`config.mk`:
```
export PLATFORM = sky130hd
export DESIGN_NAME = fasta_record_parser_top
export DESIGN_NICKNAME = d
export VERILOG_FILES = /design/src/hdl/frp_pkg.sv /design/src/hdl/fasta_record_parser_top.sv /design/src/hdl/frp_parse_core.sv /design/src/hdl/frp_result_queue.sv
export SDC_FILE = /design/constraint.sdc
export NUM_CORES = 1
export LEC_CHECK = 0
export BUFFER_PORTS_ARGS = -buffer_cell sky130_fd_sc_hd__buf_2
export CAP_MARGIN = 20
export CORE_UTILIZATION = 40
export CTS_CLUSTER_DIAMETER = 50
export DETAILED_ROUTE_END_ITERATION = 8
export GPL_ROUTABILITY_DRIVEN = 0
export PLACE_DENSITY = 0.6
export SLEW_MARGIN = 20
export SYNTH_ARGS = -nofsm -noshare
export SYNTH_HDL_FRONTEND = slang
export SYNTH_HIERARCHICAL = 1
export SYNTH_SLANG_ARGS = --single-unit
```
`constraint.sdc`:
```
create_clock -name clock -period 6.66 [get_ports clock]
set_clock_uncertainty 0.2 [all_clocks]
set_input_delay 1.332 -clock clock [delete_from_list [all_inputs] [get_ports clock]]
set_output_delay 1.332 -clock clock [all_outputs]
set_load 0.02 [all_outputs]
```
`src/hdl/frp_pkg.sv`:
```
// Shared types, codes and character helpers for the FASTA record parser.
// No dependencies; used by every module of the block by scoped names.
package frp_pkg;

   localparam int LENGTH_WIDTH_DEFAULT = 32;
   localparam int RECORD_LENGTH_WIDTH  = 32;
   localparam int QUEUE_DEPTH          = 4;
   localparam int QUEUE_PTR_WIDTH      = 2;
   localparam int QUEUE_CNT_WIDTH      = 3;
   localparam int RSP_TDATA_WIDTH      = 48;

   localparam logic [7:0] HEADER_MARK = 8'h3E;
   localparam logic [7:0] LINE_FEED   = 8'h0A;

   typedef enum logic [1:0] {
      MODE_SKIP = 2'd0,
      MODE_NAME = 2'd1,
      MODE_REST = 2'd2,
      MODE_SEQ  = 2'd3
   } mode_type;

   typedef enum logic [2:0] {
      KIND_NAME_CHAR = 3'd0,
      KIND_NAME_DONE = 3'd1,
      KIND_UNNAMED   = 3'd2,
      KIND_LETTER    = 3'd3,
      KIND_END       = 3'd4
   } kind_type;

   typedef enum logic {
      OP_BYTE = 1'b0,
      OP_EOS  = 1'b1
   } op_type;

   typedef struct packed {
      kind_type                         kind;
      logic [7:0]                       char_out;
      logic [RECORD_LENGTH_WIDTH-1:0]   record_length;
      logic                             last_of_run;
   } result_type;

   // Results produced by one accepted word: zero, one or two.
   typedef struct packed {
      logic [1:0]  count;
      result_type  first;
      result_type  second;
   } push_type;

   function automatic logic is_ws(input logic [7:0] b);
      is_ws = (b == 8'h20) || ((b >= 8'h09) && (b <= 8'h0D));
   endfunction

   function automatic logic is_letter(input logic [7:0] b);
      is_letter = ((b >= 8'h41) && (b <= 8'h5A)) || ((b >= 8'h61) && (b <= 8'h7A));
   endfunction

endpackage

```
`src/hdl/fasta_record_parser_top.sv`:
```
// Results: a result is written into the result queue and appears on rsp from
// its head. Throughput: one input word per cycle while results are taken; a word
// that gives two results hands them out one at a time through the
// single-result output port after a four-entry result queue.
// Reset: synchronous, active high; clears parse state and empties the queue.
// Depends on frp_pkg, frp_parse_core and frp_result_queue.
module fasta_record_parser_top #(
   parameter int LENGTH_WIDTH = frp_pkg::LENGTH_WIDTH_DEFAULT
) (
   input  logic        clock,
   input  logic        reset,
   input  logic        req_tvalid,
   output logic        req_tready,
   input  logic [7:0]  req_tdata,   // [7:0] text_byte
   input  logic [0:0]  req_tuser,   // [0] operation
   output logic        rsp_tvalid,
   input  logic        rsp_tready,
   output logic [frp_pkg::RSP_TDATA_WIDTH-1:0] rsp_tdata,
                                    // [2:0] kind, [10:3] char_out,
                                    // [42:11] record_length, [47:43] zero
   output logic        rsp_tlast    // last_of_run
);

   localparam int PAD_WIDTH = frp_pkg::RSP_TDATA_WIDTH - 3 - 8
                              - frp_pkg::RECORD_LENGTH_WIDTH;

   logic                req_accept;
   logic                rsp_pop;
   frp_pkg::push_type   push;
   frp_pkg::result_type head;

   assign req_accept = req_tvalid && req_tready;
   assign rsp_pop    = rsp_tvalid && rsp_tready;

   frp_parse_core #(
      .LENGTH_WIDTH (LENGTH_WIDTH)
   ) u_core (
      .clock     (clock),
      .reset     (reset),
      .accept    (req_accept),
      .operation (req_tuser[0]),
      .text_byte (req_tdata),
      .push      (push)
   );

   frp_result_queue u_queue (
      .clock     (clock),
      .reset     (reset),
      .push      (push),
      .pop       (rsp_pop),
      .has_room  (req_tready),
      .not_empty (rsp_tvalid),
      .head      (head)
   );

   assign rsp_tdata = {{PAD_WIDTH{1'b0}}, head.record_length, head.char_out, head.kind};
   assign rsp_tlast = head.last_of_run;

endmodule

```
`src/hdl/frp_parse_core.sv`:
```
// Parse state registers and the per-byte mode update of the FASTA parser.
// Depends on frp_pkg; emits up to two results per accepted word.
module frp_parse_core #(
   parameter int LENGTH_WIDTH = frp_pkg::LENGTH_WIDTH_DEFAULT
) (
   input  logic               clock,
   input  logic               reset,
   input  logic               accept,
   input  logic               operation,
   input  logic [7:0]         text_byte,
   output frp_pkg::push_type  push
);

   frp_pkg::mode_type          mode_ff, mode_in;
   logic                       line_start_ff, line_start_in;
   logic [LENGTH_WIDTH-1:0]    count_ff, count_in;
   logic [LENGTH_WIDTH-1:0]    count_inc;
   logic [frp_pkg::RECORD_LENGTH_WIDTH-1:0] sat_len;

   // Clamp the count to the 32-bit result field.
   generate
      if (LENGTH_WIDTH > frp_pkg::RECORD_LENGTH_WIDTH) begin : g_wide
         assign sat_len = (|count_ff[LENGTH_WIDTH-1:frp_pkg::RECORD_LENGTH_WIDTH]) ?
                          '1 : count_ff[frp_pkg::RECORD_LENGTH_WIDTH-1:0];
      end else if (LENGTH_WIDTH == frp_pkg::RECORD_LENGTH_WIDTH) begin : g_equal
         assign sat_len = count_ff;
      end else begin : g_narrow
         assign sat_len = {{(frp_pkg::RECORD_LENGTH_WIDTH-LENGTH_WIDTH){1'b0}}, count_ff};
      end
   endgenerate

   assign count_inc = (&count_ff) ? count_ff : count_ff + 1'b1;

   always_comb begin
      frp_pkg::result_type r0;
      frp_pkg::result_type r1;
      logic [1:0]          n;
      r0            = '0;
      r1            = '0;
      n             = 2'd0;
      mode_in       = mode_ff;
      line_start_in = line_start_ff;
      count_in      = count_ff;

      if (accept) begin
         if (operation == frp_pkg::OP_EOS) begin
            if (mode_ff == frp_pkg::MODE_NAME) begin
               r0.kind          = frp_pkg::KIND_NAME_DONE;
               r1.kind          = frp_pkg::KIND_END;
               r1.record_length = sat_len;
               n                = 2'd2;
            end else if (mode_ff != frp_pkg::MODE_SKIP) begin
               r0.kind          = frp_pkg::KIND_END;
               r0.record_length = sat_len;
               n                = 2'd1;
            end
            mode_in       = frp_pkg::MODE_SKIP;
            line_start_in = 1'b1;
            count_in      = '0;
         end else begin
            unique case (mode_ff)
               frp_pkg::MODE_SKIP: begin
                  if (!frp_pkg::is_ws(text_byte)) begin
                     count_in = '0;
                     if (text_byte == frp_pkg::HEADER_MARK) begin
                        mode_in = frp_pkg::MODE_NAME;
                     end else begin
                        r0.kind       = frp_pkg::KIND_UNNAMED;
                        n             = 2'd1;
                        mode_in       = frp_pkg::MODE_SEQ;
                        line_start_in = (text_byte == frp_pkg::LINE_FEED);
                        if (frp_pkg::is_letter(text_byte)) begin
                           count_in    = {{(LENGTH_WIDTH-1){1'b0}}, 1'b1};
                           r1.kind     = frp_pkg::KIND_LETTER;
                           r1.char_out = text_byte;
                           n           = 2'd2;
                        end
                     end
                  end
               end
               frp_pkg::MODE_NAME: begin
                  n = 2'd1;
                  if (frp_pkg::is_ws(text_byte)) begin
                     r0.kind = frp_pkg::KIND_NAME_DONE;
                     if (text_byte == frp_pkg::LINE_FEED) begin
                        mode_in       = frp_pkg::MODE_SEQ;
                        line_start_in = 1'b1;
                     end else begin
                        mode_in = frp_pkg::MODE_REST;
                     end
                  end else begin
                     r0.kind     = frp_pkg::KIND_NAME_CHAR;
                     r0.char_out = text_byte;
                  end
               end
               frp_pkg::MODE_REST: begin
                  if (text_byte == frp_pkg::LINE_FEED) begin
                     mode_in       = frp_pkg::MODE_SEQ;
                     line_start_in = 1'b1;
                  end
               end
               frp_pkg::MODE_SEQ: begin
                  if (line_start_ff && (text_byte == frp_pkg::HEADER_MARK)) begin
                     r0.kind          = frp_pkg::KIND_END;
                     r0.record_length = sat_len;
                     n                = 2'd1;
                     count_in         = '0;
                     mode_in          = frp_pkg::MODE_NAME;
                     line_start_in    = 1'b0;
                  end else if (text_byte == frp_pkg::LINE_FEED) begin
                     line_start_in = 1'b1;
                  end else begin
                     line_start_in = 1'b0;
                     if (frp_pkg::is_letter(text_byte)) begin
                        count_in    = count_inc;
                        r0.kind     = frp_pkg::KIND_LETTER;
                        r0.char_out = text_byte;
                        n           = 2'd1;
                     end
                  end
               end
               default: begin
                  mode_in = frp_pkg::MODE_SKIP;
               end
            endcase
         end
      end

      // Mark the final result of this word.
      if (n == 2'd2) begin
         r1.last_of_run = 1'b1;
      end else begin
         r0.last_of_run = 1'b1;
      end

      push.count  = n;
      push.first  = r0;
      push.second = r1;
   end

   always_ff @(posedge clock) begin
      if (reset) begin
         mode_ff       <= frp_pkg::MODE_SKIP;
         line_start_ff <= 1'b1;
         count_ff      <= '0;
      end else begin
         mode_ff       <= mode_in;
         line_start_ff <= line_start_in;
         count_ff      <= count_in;
      end
   end

endmodule

```
`src/hdl/frp_result_queue.sv`:
```
// Four-entry result queue: takes up to two results per cycle, hands out one.
// Depends on frp_pkg for the result and push structs.
module frp_result_queue (
   input  logic                clock,
   input  logic                reset,
   input  frp_pkg::push_type   push,
   input  logic                pop,
   output logic                has_room,
   output logic                not_empty,
   output frp_pkg::result_type head
);

   frp_pkg::result_type entries_ff [frp_pkg::QUEUE_DEPTH];
   logic [frp_pkg::QUEUE_PTR_WIDTH-1:0] wr_ptr_ff, wr_ptr_in;
   logic [frp_pkg::QUEUE_PTR_WIDTH-1:0] rd_ptr_ff, rd_ptr_in;
   logic [frp_pkg::QUEUE_CNT_WIDTH-1:0] count_ff, count_in;
   logic [frp_pkg::QUEUE_PTR_WIDTH-1:0] wr_next;

   assign wr_next   = wr_ptr_ff + 1'b1;
   // Room for a worst-case pair of results.
   assign has_room  = (count_ff <= frp_pkg::QUEUE_CNT_WIDTH'(frp_pkg::QUEUE_DEPTH - 2));
   assign not_empty = (count_ff != '0);
   assign head      = entries_ff[rd_ptr_ff];

   always_comb begin
      wr_ptr_in = wr_ptr_ff + push.count;
      rd_ptr_in = rd_ptr_ff + {{(frp_pkg::QUEUE_PTR_WIDTH-1){1'b0}}, pop};
      count_in  = count_ff + {1'b0, push.count}
                  - {{(frp_pkg::QUEUE_CNT_WIDTH-1){1'b0}}, pop};
   end

   always_ff @(posedge clock) begin
      if (push.count != 2'd0) begin
         entries_ff[wr_ptr_ff] <= push.first;
      end
      if (push.count == 2'd2) begin
         entries_ff[wr_next] <= push.second;
      end
   end

   always_ff @(posedge clock) begin
      if (reset) begin
         wr_ptr_ff <= '0;
         rd_ptr_ff <= '0;
         count_ff  <= '0;
      end else begin
         wr_ptr_ff <= wr_ptr_in;
         rd_ptr_ff <= rd_ptr_in;
         count_ff  <= count_in;
      end
   end

endmodule

```
==> results.yml <==
floorplanning:
  pin_count: 64
  die-area_mm2: 0.0303
  start_util_pct: 40.9
  coreArea_mm2: 0.0289
  num_rows: 62
  die_w_um: 174
  die-height_um: 174
clock_network:
  root_buffer: "clkbuf_16"
  htree_levels: 1
  cts_hold_buf: 0
  cts_tree: "yes"
  clkLatencyLatePin_ns: 0.53
  cts_buffers: 28
  postCtsSetupBuffers: 0
  clkSinkCount: 218
  cts_buffer_depth: 3
  post_cts.resized_instances: 0
  clkTransAtPathRegs_ns: 0.06
grt:
  antenna_found_initial: 0
  grt_pass1_wl_um: 43600
  grt_use_total_pct: 18.5
  grt_start_max_net_pins: 49
  grt_pass1_vias: 7598
  gr-total-overflow: 0
timing:
  slew_headroom_pct: 41.2
  hold_viol: 0
  period_needed_ns: 4.84
  setup_viol: 0
  hold-worst-slack_ns: 0.324
  fin_crit_sh_pct: 72.7
  fin_setup_tns_ns: 0
  setup_slack_ns: 1.82
  max_freq_mhz: 206
  slew_viol_final: 0
  grt_setup_unrepaired: "false"
  tightest_slew_ns: 0.880
power:
  p_leak_nw: 4.75
  power_frac_seq_pct: 40.6
  peakVddDrop_mv: 0.164
  total_power_mw: 4.10
  pwr-share-clk_pct: 34.8
  switching_share_pct: 30.0
  p_int_mw: 2.87
  power_density_mw_per_mm2: 305
  power_frac_comb_pct: 24.6
  p_sw_mw: 1.23
synthesis:
  synth_cells: 874
  synthArstFlopShare_pct: 0
  ys_seq_elements: 218
  synthFlopType: "edfxtp_1"
  yosys_warnings: 6
  yosys.cell_types.count: 66
  yosysSeqAreaShare_pct: 51.7
  avgSynthCellArea_um2: 13.6
  synth_edf_count: 176
  synth_area_mm2: 0.0118
cells_and_area:
  num_antenna_cells: 0
  fin_nets: 948
  regArea_mm2: 0.00613
  layout-drive-gt1-share_pct: 38.1
  final.fill_count: 2578
  multi_input_area_mm2: 0.00540
  areaGrowthSynthToFinish_pct: 13.4
worst_setup_path:
  r2r_setup_slack_ns: 2.50
  cp-end-kind: "flop"
  worstSetupPathType: "in -> reg"
  startpoint_type: "input port"
  required_ns: 6.68
  cp.arrival_ns: 4.86
  path_max_fanout: 27
  r2r_cells: 9
status:
  outcome: "complete, no violations"
detailed_routing:
  drc: 0
  dr_total_vias: 7397
  ant_nets: 0
  wire_per_inst_um: 20.6
  firstDrtPassIters: 5
  wl_um: 27500
  drt_iter0_markers: 480
  vias_per_cell: 5.56
job:
  maxCapViolCount: 0
placement:
  place_ws_ns: 1.25
  hpwl_um: 17000
  io_buffers: 58
hold_path:
  holdPathStages: 2
  hp-class: "reg -> reg"
sequential cells by signal, summed over array words and instances (netlist names):
name / cells
u_queue/wr_ptr_ff: 2
u_queue/entries_ff: 176
u_core/count_ff: 32
u_queue/rd_ptr_ff: 2
u_core/line_start_ff: 1
u_core/mode_ff: 2
u_queue/count_ff: 3
power groups by stage:
stage / Combinational, mW / Sequential [mW] / Clock [mW]
finish: 1.01 / 1.66 / 1.43
global route: 1.09 / 1.68 / 1.51
CTS: 0.966 / 1.72 / 1.46
detailed placement: 0.960 / 1.75 / 0
global placement: 0.958 / 1.74 / 0
floorplan: 0.743 / 1.64 / 0
stage by stage:
step,utilization (%),cell area [µm²],std cells
global route,46.4,13400,1330
global placement,43.3,12500,1277
floorplan,-,11900,878
finish,46.4,13400,1330
detailed placement,43.3,12500,1277
CTS,46.3,13400,1329
synthesized netlist by cell type (4+ instances only):
cell | n | area [µm²]
and2_1 | 82 | 513
mux4_2 | 44 | 991
o21ai_0 | 24 | 120
o21a_1 | 4 | 30.0
nand2_1 | 23 | 86.3
o31ai_1 | 7 | 52.6
nand4_1 | 14 | 87.6
ha_1 | 10 | 125
buf_6 | 6 | 67.6
inv_1 | 15 | 56.3
or3_1 | 25 | 156
nor3_1 | 11 | 55.1
and3_1 | 4 | 25.0
mux2_4 | 10 | 150
nand2b_1 | 5 | 31.3
buf_2 | 15 | 75.1
a21oi_1 | 33 | 165
mux2_2 | 168 | 1890
nor2b_1 | 7 | 43.8
or4_1 | 8 | 60.1
clkbuf_1 | 23 | 86.3
dfxtp_1 | 42 | 841
buf_4 | 15 | 113
nand3_1 | 12 | 60.1
nor2_1 | 35 | 131
edfxtp_1 | 176 | 5290
final cells by class:
cell class	instances	area share, %
clock buffers	41	5.89
flip-flops and latches	218	45.6
repair buffers	75	3.63
well taps	384	3.58
clock inverters	11	0.698
inverters	15	0.419
multi-input cells	586	40.2
metal layers:
layer  vias to the layer above  global-route usage [%]  share of wire [%]
met3                        28                    2.56                4.8
met5                         -                       0                  0
met4                         0                    4.61                1.4
met1                      3720                    25.5                 46
li1                       3472                       -                  -
met2                       177                    30.6                 48
cell families after synthesis:
kind of cell,share of synthesized area (%)
and+or+nand+nor,12.4
muxes,25.9
DFF,51.7
AOI/OAI and AO/OA,4.95
buffers and inverters,3.36
adders and majority gates,1.23
xor gates and xnor gates,0.465
other,0.0634
cell usage in the layout, fill, tap and decap left out, drive strengths merged, types with 6 or more instances in the layout:
| master | netlist | routed |
|---|---|---|
| nand3 | 12 | 12 |
| clkinv | 0 | 6 |
| nor3 | 12 | 12 |
| and2 | 82 | 82 |
| or3 | 26 | 26 |
| dfxtp | 42 | 42 |
| mux4 | 44 | 44 |
| edfxtp | 176 | 176 |
| nor2 | 35 | 35 |
| clkbuf | 23 | 41 |
| or4 | 8 | 8 |
| inv | 15 | 16 |
| conb | 2 | 6 |
| nor2b | 7 | 7 |
| buf | 36 | 75 |
| a21oi | 33 | 33 |
| mux2 | 178 | 178 |
| nand4 | 14 | 14 |
| nand2 | 23 | 23 |
| ha | 10 | 10 |
| o31ai | 8 | 8 |
| o21ai | 25 | 25 |
critical path, stage by stage:
cell and delay, ns:
buf_2 0.14, or3_4 0.40, and3_1 0.26, nor2_1 0.21
and4_1 0.51, a21o_1 0.41, nand4b_2 0.68, o21ai_4 0.59
buf_12 0.29
path summary, 6_finish.rpt:
path                  startpoint                         to
max reg2reg    u_core/mode_ff[0]  u_queue/entries_ff[0][42]
min          u_core/count_ff[13]        u_core/count_ff[13]
min reg2reg  u_core/count_ff[13]        u_core/count_ff[13]
max                 req_tdata[0]  u_queue/entries_ff[0][42]
(Power assumes the default switching activity.)
